<file path="config.mk">
export PLATFORM = sky130hd
export DESIGN_NAME = square_root_bisection_flat
export DESIGN_NICKNAME = d
export VERILOG_FILES = /design/src/rtl/core/sqrtb_pkg.sv /design/src/rtl/core/sqrtb_if.sv /design/src/rtl/core/square_root_bisection.sv /design/src/flat_wrapper.sv
export SDC_FILE = /design/constraint.sdc
export NUM_CORES = 2
export LEC_CHECK = 0
export ABC_AREA = 1
export BUFFER_PORTS_ARGS = -buffer_cell sky130_fd_sc_hd__buf_2
export CORE_MARGIN = 8
export CORE_UTILIZATION = 40
export DETAILED_ROUTE_END_ITERATION = 10
export GPL_TIMING_DRIVEN = 0
export MAX_ROUTING_LAYER = met4
export PLACE_DENSITY = 0.6
export REMOVE_ABC_BUFFERS = 1
export SYNTH_ARGS = -nofsm -noshare
export SYNTH_HDL_FRONTEND = slang
export SYNTH_SLANG_ARGS = --single-unit
export TNS_END_PERCENT = 30
</file>
<file path="constraint.sdc">
create_clock -name clk -period 10.64 [get_ports clk]
set_clock_uncertainty 0.05 [all_clocks]
set_input_delay 0.532 -clock clk [delete_from_list [all_inputs] [get_ports clk]]
set_output_delay 0.532 -clock clk [all_outputs]
set_load 0.005 [all_outputs]
</file>
<file path="src/rtl/core/sqrtb_pkg.sv">
// ----------------------------------------------------------------------------
// sqrtb_pkg
// shared types and constants for the bisection square root block
// ----------------------------------------------------------------------------
package sqrtb_pkg;

  localparam int unsigned DataW  = 32;
  localparam int unsigned StepsW = 7;
  localparam int unsigned FracW  = 16;
  localparam int unsigned WideW  = DataW + FracW;  // q16.32 view of a q16.16 value
  localparam int unsigned SqW    = 2 * DataW;

  // 1.0 in q16.16
  localparam logic [DataW-1:0] OneQ16 = 32'h0001_0000;

  typedef enum logic [3:0] {
    ST_IDLE = 4'b0001,
    ST_SQ   = 4'b0010,
    ST_CHK  = 4'b0100,
    ST_DONE = 4'b1000
  } state_t;

endpackage

</file>
<file path="src/rtl/core/sqrtb_if.sv">
// ----------------------------------------------------------------------------
// sqrtb_in_if / sqrtb_out_if
// valid/ready channels carrying the radicand in and the root result out
// ----------------------------------------------------------------------------
interface sqrtb_in_if import sqrtb_pkg::*; ();
  logic             valid;
  logic             ready;
  logic [DataW-1:0] radicand;

  modport source (output valid, output radicand, input ready);
  modport sink (input valid, input radicand, output ready);
endinterface

interface sqrtb_out_if import sqrtb_pkg::*; ();
  logic              valid;
  logic              ready;
  logic [DataW-1:0]  root;
  logic [StepsW-1:0] steps;
  logic              converged;

  modport source (output valid, output root, output steps, output converged, input ready);
  modport sink (input valid, input root, input steps, input converged, output ready);
endinterface

</file>
<file path="src/rtl/core/square_root_bisection.sv">
// ----------------------------------------------------------------------------
// square_root_bisection
// square root of an unsigned q16.16 value by bisection, one item at a time
// ----------------------------------------------------------------------------
// The block takes one unsigned q16.16 radicand per item and returns one result
// item: the final midpoint as a q16.16 root, the number of halvings done and a
// converged flag. The search interval starts at [0, max(1.0, radicand)]; each
// midpoint is squared exactly (q32.32) and the search stops once the squared
// error is within epsilon (shifted to q32.32), when a halving no longer moves
// the midpoint, or after MAX_ITER halvings; the last two clear converged.
// A radicand of 0 or 1.0 comes straight back with steps 0 and converged set.
// One 32x32 multiplier is shared by every halving: each midpoint is squared in
// ST_SQ, then compared and stepped in ST_CHK. The input is ready only while the
// block is idle; a finished result sits in an output register until taken, and
// the next item may be accepted while that result still waits there.
// epsilon is written through cfg_wr_en / cfg_wr_data; the user must write it
// only while the block is idle, as the block itself does not enforce this.
// ----------------------------------------------------------------------------
module square_root_bisection
  import sqrtb_pkg::*;
#(
  parameter int unsigned MAX_ITER = 64
) (
  input  logic              clk,
  input  logic              rst_n,
  sqrtb_in_if.sink          in_ch,
  sqrtb_out_if.source       out_ch,
  input  logic              cfg_wr_en,
  input  logic [DataW-1:0]  cfg_wr_data
);

  localparam logic [StepsW-1:0] MaxIterC = StepsW'(MAX_ITER);

  // control
  state_t            state_r, state_nxt;
  logic [StepsW-1:0] count_r, count_nxt;
  logic              out_valid_r, out_valid_nxt;

  // configuration
  logic [DataW-1:0]  epsilon_r;

  // search datapath
  logic [DataW-1:0]  rad_r, rad_nxt;
  logic [DataW-1:0]  lo_r, lo_nxt;
  logic [DataW-1:0]  hi_r, hi_nxt;
  logic [DataW-1:0]  x_r, x_nxt;
  logic [SqW-1:0]    sq_r;
  logic [WideW:0]    ubnd_r, ubnd_nxt;   // target + tol
  logic [WideW-1:0]  lbnd_r, lbnd_nxt;   // target - tol, floored at zero
  logic              conv_r, conv_nxt;

  // output register
  logic [DataW-1:0]  out_root_r;
  logic [StepsW-1:0] out_steps_r;
  logic              out_conv_r;

  // accept-time values
  logic              in_acc;
  logic [WideW-1:0]  in_target;
  logic [WideW-1:0]  in_tol;
  logic [WideW:0]    in_diff;
  logic              in_special;
  logic [DataW-1:0]  in_hi;

  // compare/step values
  logic [WideW-1:0]  target;
  logic              tol_met;
  logic              below;
  logic [DataW:0]    sum_up;
  logic [DataW:0]    sum_dn;
  logic [DataW-1:0]  mid_nxt;
  logic              out_free;

  assign in_ch.ready = (state_r == ST_IDLE);
  assign in_acc      = in_ch.valid && in_ch.ready;
  assign out_free    = !out_valid_r || out_ch.ready;

  assign in_target  = {in_ch.radicand, {FracW{1'b0}}};
  assign in_tol     = {epsilon_r, {FracW{1'b0}}};
  assign in_diff    = {1'b0, in_target} - {1'b0, in_tol};
  assign in_special = (in_ch.radicand == '0) || (in_ch.radicand == OneQ16);
  assign in_hi      = (in_ch.radicand > OneQ16) ? in_ch.radicand : OneQ16;

  // tolerance test as a window on the square, plus direction of the step
  assign target  = {rad_r, {FracW{1'b0}}};
  assign tol_met = (sq_r >= SqW'(lbnd_r)) && (sq_r <= SqW'(ubnd_r));
  assign below   = (sq_r < SqW'(target));
  // both candidate midpoints formed alongside the compare
  assign sum_up  = {1'b0, x_r} + {1'b0, hi_r};
  assign sum_dn  = {1'b0, lo_r} + {1'b0, x_r};
  assign mid_nxt = below ? sum_up[DataW:1] : sum_dn[DataW:1];

  always_comb begin
    state_nxt     = state_r;
    count_nxt     = count_r;
    out_valid_nxt = out_valid_r;
    rad_nxt       = rad_r;
    lo_nxt        = lo_r;
    hi_nxt        = hi_r;
    x_nxt         = x_r;
    ubnd_nxt      = ubnd_r;
    lbnd_nxt      = lbnd_r;
    conv_nxt      = conv_r;

    if (out_valid_r && out_ch.ready) begin
      out_valid_nxt = 1'b0;
    end

    unique case (state_r)
      ST_IDLE: begin
        if (in_acc) begin
          rad_nxt   = in_ch.radicand;
          lo_nxt    = '0;
          hi_nxt    = in_hi;
          count_nxt = '0;
          ubnd_nxt  = {1'b0, in_target} + {1'b0, in_tol};
          lbnd_nxt  = in_diff[WideW] ? '0 : in_diff[WideW-1:0];
          if (in_special) begin
            // zero and one are their own roots
            x_nxt     = in_ch.radicand;
            conv_nxt  = 1'b1;
            state_nxt = ST_DONE;
          end else begin
            x_nxt     = in_hi >> 1;
            state_nxt = ST_SQ;
          end
        end
      end
      ST_SQ: begin
        state_nxt = ST_CHK;
      end
      ST_CHK: begin
        if (tol_met) begin
          conv_nxt  = 1'b1;
          state_nxt = ST_DONE;
        end else if (count_r >= MaxIterC) begin
          conv_nxt  = 1'b0;
          state_nxt = ST_DONE;
        end else begin
          if (below) begin
            lo_nxt = x_r;
          end else begin
            hi_nxt = x_r;
          end
          count_nxt = count_r + 1'b1;
          if (mid_nxt == x_r) begin
            // interval has collapsed, midpoint stuck
            conv_nxt  = 1'b0;
            state_nxt = ST_DONE;
          end else begin
            x_nxt     = mid_nxt;
            state_nxt = ST_SQ;
          end
        end
      end
      ST_DONE: begin
        if (out_free) begin
          out_valid_nxt = 1'b1;
          state_nxt     = ST_IDLE;
        end
      end
      default: begin
        state_nxt = ST_IDLE;
      end
    endcase
  end

  // control registers
  always_ff @(posedge clk) begin
    if (!rst_n) begin
      state_r     <= ST_IDLE;
      count_r     <= '0;
      out_valid_r <= 1'b0;
      epsilon_r   <= 32'd66;
    end else begin
      state_r     <= state_nxt;
      count_r     <= count_nxt;
      out_valid_r <= out_valid_nxt;
      if (cfg_wr_en) begin
        epsilon_r <= cfg_wr_data;
      end
    end
  end

  // payload registers
  always_ff @(posedge clk) begin
    rad_r  <= rad_nxt;
    lo_r   <= lo_nxt;
    hi_r   <= hi_nxt;
    x_r    <= x_nxt;
    ubnd_r <= ubnd_nxt;
    lbnd_r <= lbnd_nxt;
    conv_r <= conv_nxt;
    // shared squarer
    if (state_r == ST_SQ) begin
      sq_r <= x_r * x_r;
    end
    if (state_r == ST_DONE && out_free) begin
      out_root_r  <= x_r;
      out_steps_r <= count_r;
      out_conv_r  <= conv_r;
    end
  end

  assign out_ch.valid     = out_valid_r;
  assign out_ch.root      = out_root_r;
  assign out_ch.steps     = out_steps_r;
  assign out_ch.converged = out_conv_r;

`ifndef SYNTHESIS
  a_count_cap: assert property (@(posedge clk) disable iff (!rst_n)
    count_r <= MaxIterC)
    else $error("halving count past cap");

  a_mid_in_bounds: assert property (@(posedge clk) disable iff (!rst_n)
    (state_r == ST_SQ) |-> (lo_r <= x_r) && (x_r <= hi_r))
    else $error("midpoint outside search interval");

  a_result_from_done: assert property (@(posedge clk) disable iff (!rst_n)
    $rose(out_valid_r) |-> $past(state_r) == ST_DONE)
    else $error("result raised outside done state");

  a_fail_has_steps: assert property (@(posedge clk) disable iff (!rst_n)
    (out_valid_r && !out_conv_r) |-> (out_steps_r != '0))
    else $error("unconverged result with no halvings");

  a_busy_no_ready: assert property (@(posedge clk) disable iff (!rst_n)
    in_acc |=> !in_ch.ready)
    else $error("input ready straight after acceptance");
`endif

endmodule
</file>
<file path="src/flat_wrapper.sv">
// flat-port wrapper written by rule: the top's interface ports become plain ports
module square_root_bisection_flat import sqrtb_pkg::*;
#(
  parameter int unsigned MAX_ITER = 64
)
  (clk, rst_n, cfg_wr_en, cfg_wr_data, in_ch_valid, in_ch_radicand, in_ch_ready, out_ch_valid, out_ch_root, out_ch_steps, out_ch_converged, out_ch_ready);
  sqrtb_in_if in_ch_i ();
  sqrtb_out_if out_ch_i ();
  input  logic clk;
  input  logic rst_n;
  input  logic cfg_wr_en;
  input  logic [DataW-1:0] cfg_wr_data;
  input wire logic [$bits(in_ch_i.valid)-1:0] in_ch_valid;
  input wire logic [$bits(in_ch_i.radicand)-1:0] in_ch_radicand;
  output wire logic [$bits(in_ch_i.ready)-1:0] in_ch_ready;
  output wire logic [$bits(out_ch_i.valid)-1:0] out_ch_valid;
  output wire logic [$bits(out_ch_i.root)-1:0] out_ch_root;
  output wire logic [$bits(out_ch_i.steps)-1:0] out_ch_steps;
  output wire logic [$bits(out_ch_i.converged)-1:0] out_ch_converged;
  input wire logic [$bits(out_ch_i.ready)-1:0] out_ch_ready;
  assign in_ch_i.valid = in_ch_valid;
  assign in_ch_i.radicand = in_ch_radicand;
  assign in_ch_ready = in_ch_i.ready;
  assign out_ch_valid = out_ch_i.valid;
  assign out_ch_root = out_ch_i.root;
  assign out_ch_steps = out_ch_i.steps;
  assign out_ch_converged = out_ch_i.converged;
  assign out_ch_i.ready = out_ch_ready;
  square_root_bisection #(.MAX_ITER(MAX_ITER)) u_core (.clk(clk), .rst_n(rst_n), .in_ch(in_ch_i), .out_ch(out_ch_i), .cfg_wr_en(cfg_wr_en), .cfg_wr_data(cfg_wr_data));
endmodule
</file>
==> impl_metrics.tcl <==
set metrics [dict create \
    status "finished, final reports clean" \
    cpMostUsedCell "fa_1" \
    max_freq_mhz 111 \
    syn_inst 5590 \
    vias_per_cell 4.90 \
    crit_slowest_cell "edfxtp_1" \
    layoutNonFillerInstCount 7332 \
    hold_violations 0 \
    synthTopCellsByArea "fa_1, edfxtp_1, ha_1" \
    final_common_cell "inv_1" \
    groute.layer.met3.usage 0.0191 \
    clock-sinks 341 \
    core_mm2 0.123 \
    gp_congestion 0.941 \
    most-common-layout-cells "inv_1, nand2_1, fa_1" \
    worst_ep_arrival_time_ps 9290 \
    numCtsBuffers 42 \
    drive_gt1_frac 0.0594 \
    rr_startpoint "u_core.x_r[4]" \
    cap_violations 0 \
    post_cts_buffers 0 \
    htree_levels 2 \
    start_kind "flip-flop" \
    hp-start "cfg_wr_data[6]" \
    fin_setup_tns_ps 0 \
    synth.cell_area_mm2 0.0495 \
    die_height_um 368 \
    num_rows 129 \
    antenna_found_initial 1 \
    use_met2 0.333 \
    synth.avg_cell_area_um2 8.85 \
    clkTransAtPathRegs_ps 60 \
    yosys_warnings 0 \
    yosysTopAreaCellShare 0.323 \
    nFillCells 11960 \
    postLayoutCoreUtil 0.445 \
    dp_cells 7253 \
    cts_hold_buf 0 \
    regArea_mm2 0.00980 \
    drt_iter0_drc 2365 \
    root_buffer "clkbuf_16" \
    grt_busiest_layer "met2" \
    grt_use_total 0.197 \
    grt_pass1_wl_um 207000 \
    synth_edf_count 297 \
    cp-startpoint "u_core.x_r[4]" \
    r2r_slack_ps 1630 \
    drt-total-wl_um 128000 \
    vias 35912 \
    ant_nets 0 \
    ios 111 \
    ys_seq_elements 341 \
    clock_latency_ps 610 \
    crit_fanout 18 \
    slew_violations 0 \
    min-delay-path-class "in -> reg" \
    fin_ws_ps 1630 \
    drt-wirelength-per-cell_um 17.5 \
    cts_buffer_depth 3 \
    grt_max_degree 83 \
    max_stage_delay_ps 600 \
    fin_nets 7014 \
    seq_area_frac_synth 0.198 \
    required_ps 10930 \
    grt_pass1_vias 38185 \
    yosysTopAreaCell "fa_1" \
    place_ws_ps 1750 \
    path_class "reg -> reg" \
    met1_usage 0.253 \
    die_w_um 368 \
    period_minus_slack_ps 9010 \
    die_area_mm2 0.135 \
    end_kind "flip-flop" \
    tightest_slew_ps 1230 \
    ctsResizeCount 0 \
    multi_input_area_mm2 0.0333 \
    cts_tree "done" \
    synth-async-reset-ratio 0 \
    drt_first_pass_iters 6 \
    synth_flop_cell "edfxtp_1" \
    dpl.hpwl_um 110000 \
    grt_setup_unrepaired "false" \
    max-slew-margin-rel 0.173 \
    fin_crit_sh 0.847 \
    drcViolationCount 0 \
    setup_violations 0 \
    numPortBuffers 110 \
    overflow 0 \
    yosysUniqueCellTypes 63 \
    initial_core_util 0.402 \
    area_growth_pct 10.9 \
]
-- worst paths after layout --
check | to | cells past startpoint
min reg2reg | u_core.count_r[2] | 2
max | u_core.sq_r[60] | 32
max reg2reg | u_core.sq_r[60] | 32
min | u_core.epsilon_r[6] | 3
-- layout make-up --
class | instances | area share
Inverter | 1537 | 0.105
Clock inverter | 25 | 0.00468
Sequential cell | 341 | 0.179
Tap cell | 1637 | 0.0373
Antenna cell | 1 | 0.0000456
Timing Repair Buffer | 189 | 0.0459
Clock buffer | 52 | 0.0206
Multi-Input combinational cell | 3550 | 0.608
-- cells in the mapped netlist, types with 4 or more instances --
| library cell | n |
|---|---|
| a21oi_2 | 6 |
| clkbuf_1 | 136 |
| a21boi_2 | 7 |
| nor4_1 | 19 |
| xnor2_1 | 47 |
| or2_2 | 10 |
| a31o_2 | 7 |
| and3_1 | 4 |
| nand2_1 | 981 |
| o21a_1 | 16 |
| ha_1 | 487 |
| a21boi_1 | 7 |
| o211ai_1 | 9 |
| o21ai_1 | 13 |
| a21oi_1 | 300 |
| o21bai_2 | 4 |
| nor3_1 | 27 |
| o21ai_0 | 151 |
| xnor3_1 | 5 |
| edfxtp_1 | 297 |
| inv_1 | 1534 |
| nand2_2 | 8 |
| fa_1 | 797 |
| o221ai_1 | 7 |
| a21boi_0 | 4 |
| nand2_4 | 5 |
| xor2_1 | 121 |
| o21ai_2 | 10 |
| buf_1 | 23 |
| o31ai_1 | 7 |
| dfxtp_1 | 44 |
| a21o_1 | 7 |
| o21bai_1 | 26 |
| nand4_1 | 26 |
| nor2_1 | 245 |
| a211oi_1 | 8 |
| nand3_1 | 118 |
| a31oi_1 | 33 |
-- critical path, delay by kind of cell, from the launching register on --
family,cells,cell delay (ps)
compound gates,9,2320
flops,1,600
buf+inv,9,890
simple gates,5,370
fa+ha+maj,9,4480
-- through the flow --
stage,hold WS [ps],area [um2]
2_1_floorplan,350,48800
3_3_place_gp,406,51400
3_5_place_dp,415,53400
4_1_cts,75.0,54800
5_1_grt,107,54900
6_report,106,54900
-- state kept, by name, indices dropped and copies added (netlist names) --
name and flops:
u_core.state_r 4, u_core.count_r 7, u_core.lo_r 32, u_core.conv_r 1, u_core.ubnd_r 33, u_core.out_ch.root 32, u_core.out_ch.valid 1, u_core.hi_r 32
u_core.epsilon_r 32, u_core.out_ch.steps 7, u_core.out_ch.converged 1, u_core.rad_r 32, u_core.lbnd_r 32, u_core.x_r 32, u_core.sq_r 63
-- metal layers --
metal	up-vias	part of all wire
met3	182	0.044
met5	-	0
met1	17809	0.43
li1	17131	-
met4	0	0.030
met2	790	0.49
-- cells by family (layout without fill, tap and decap cells) --
logic type,Yosys count,after routing,synth area share
adders and majority gates,1284,1284,0.446
xor gates and xnor gates,173,173,0.0320
buffers and inverters,1699,1803,0.129
other,0,1,0
DFF,341,341,0.198
and+or+nand+nor,1461,1461,0.121
AOI/OAI and AO/OA,632,632,0.0740
Power is not shown: default switching activity piles up to over one toggle a cycle in this logic, so the estimate is an artifact.
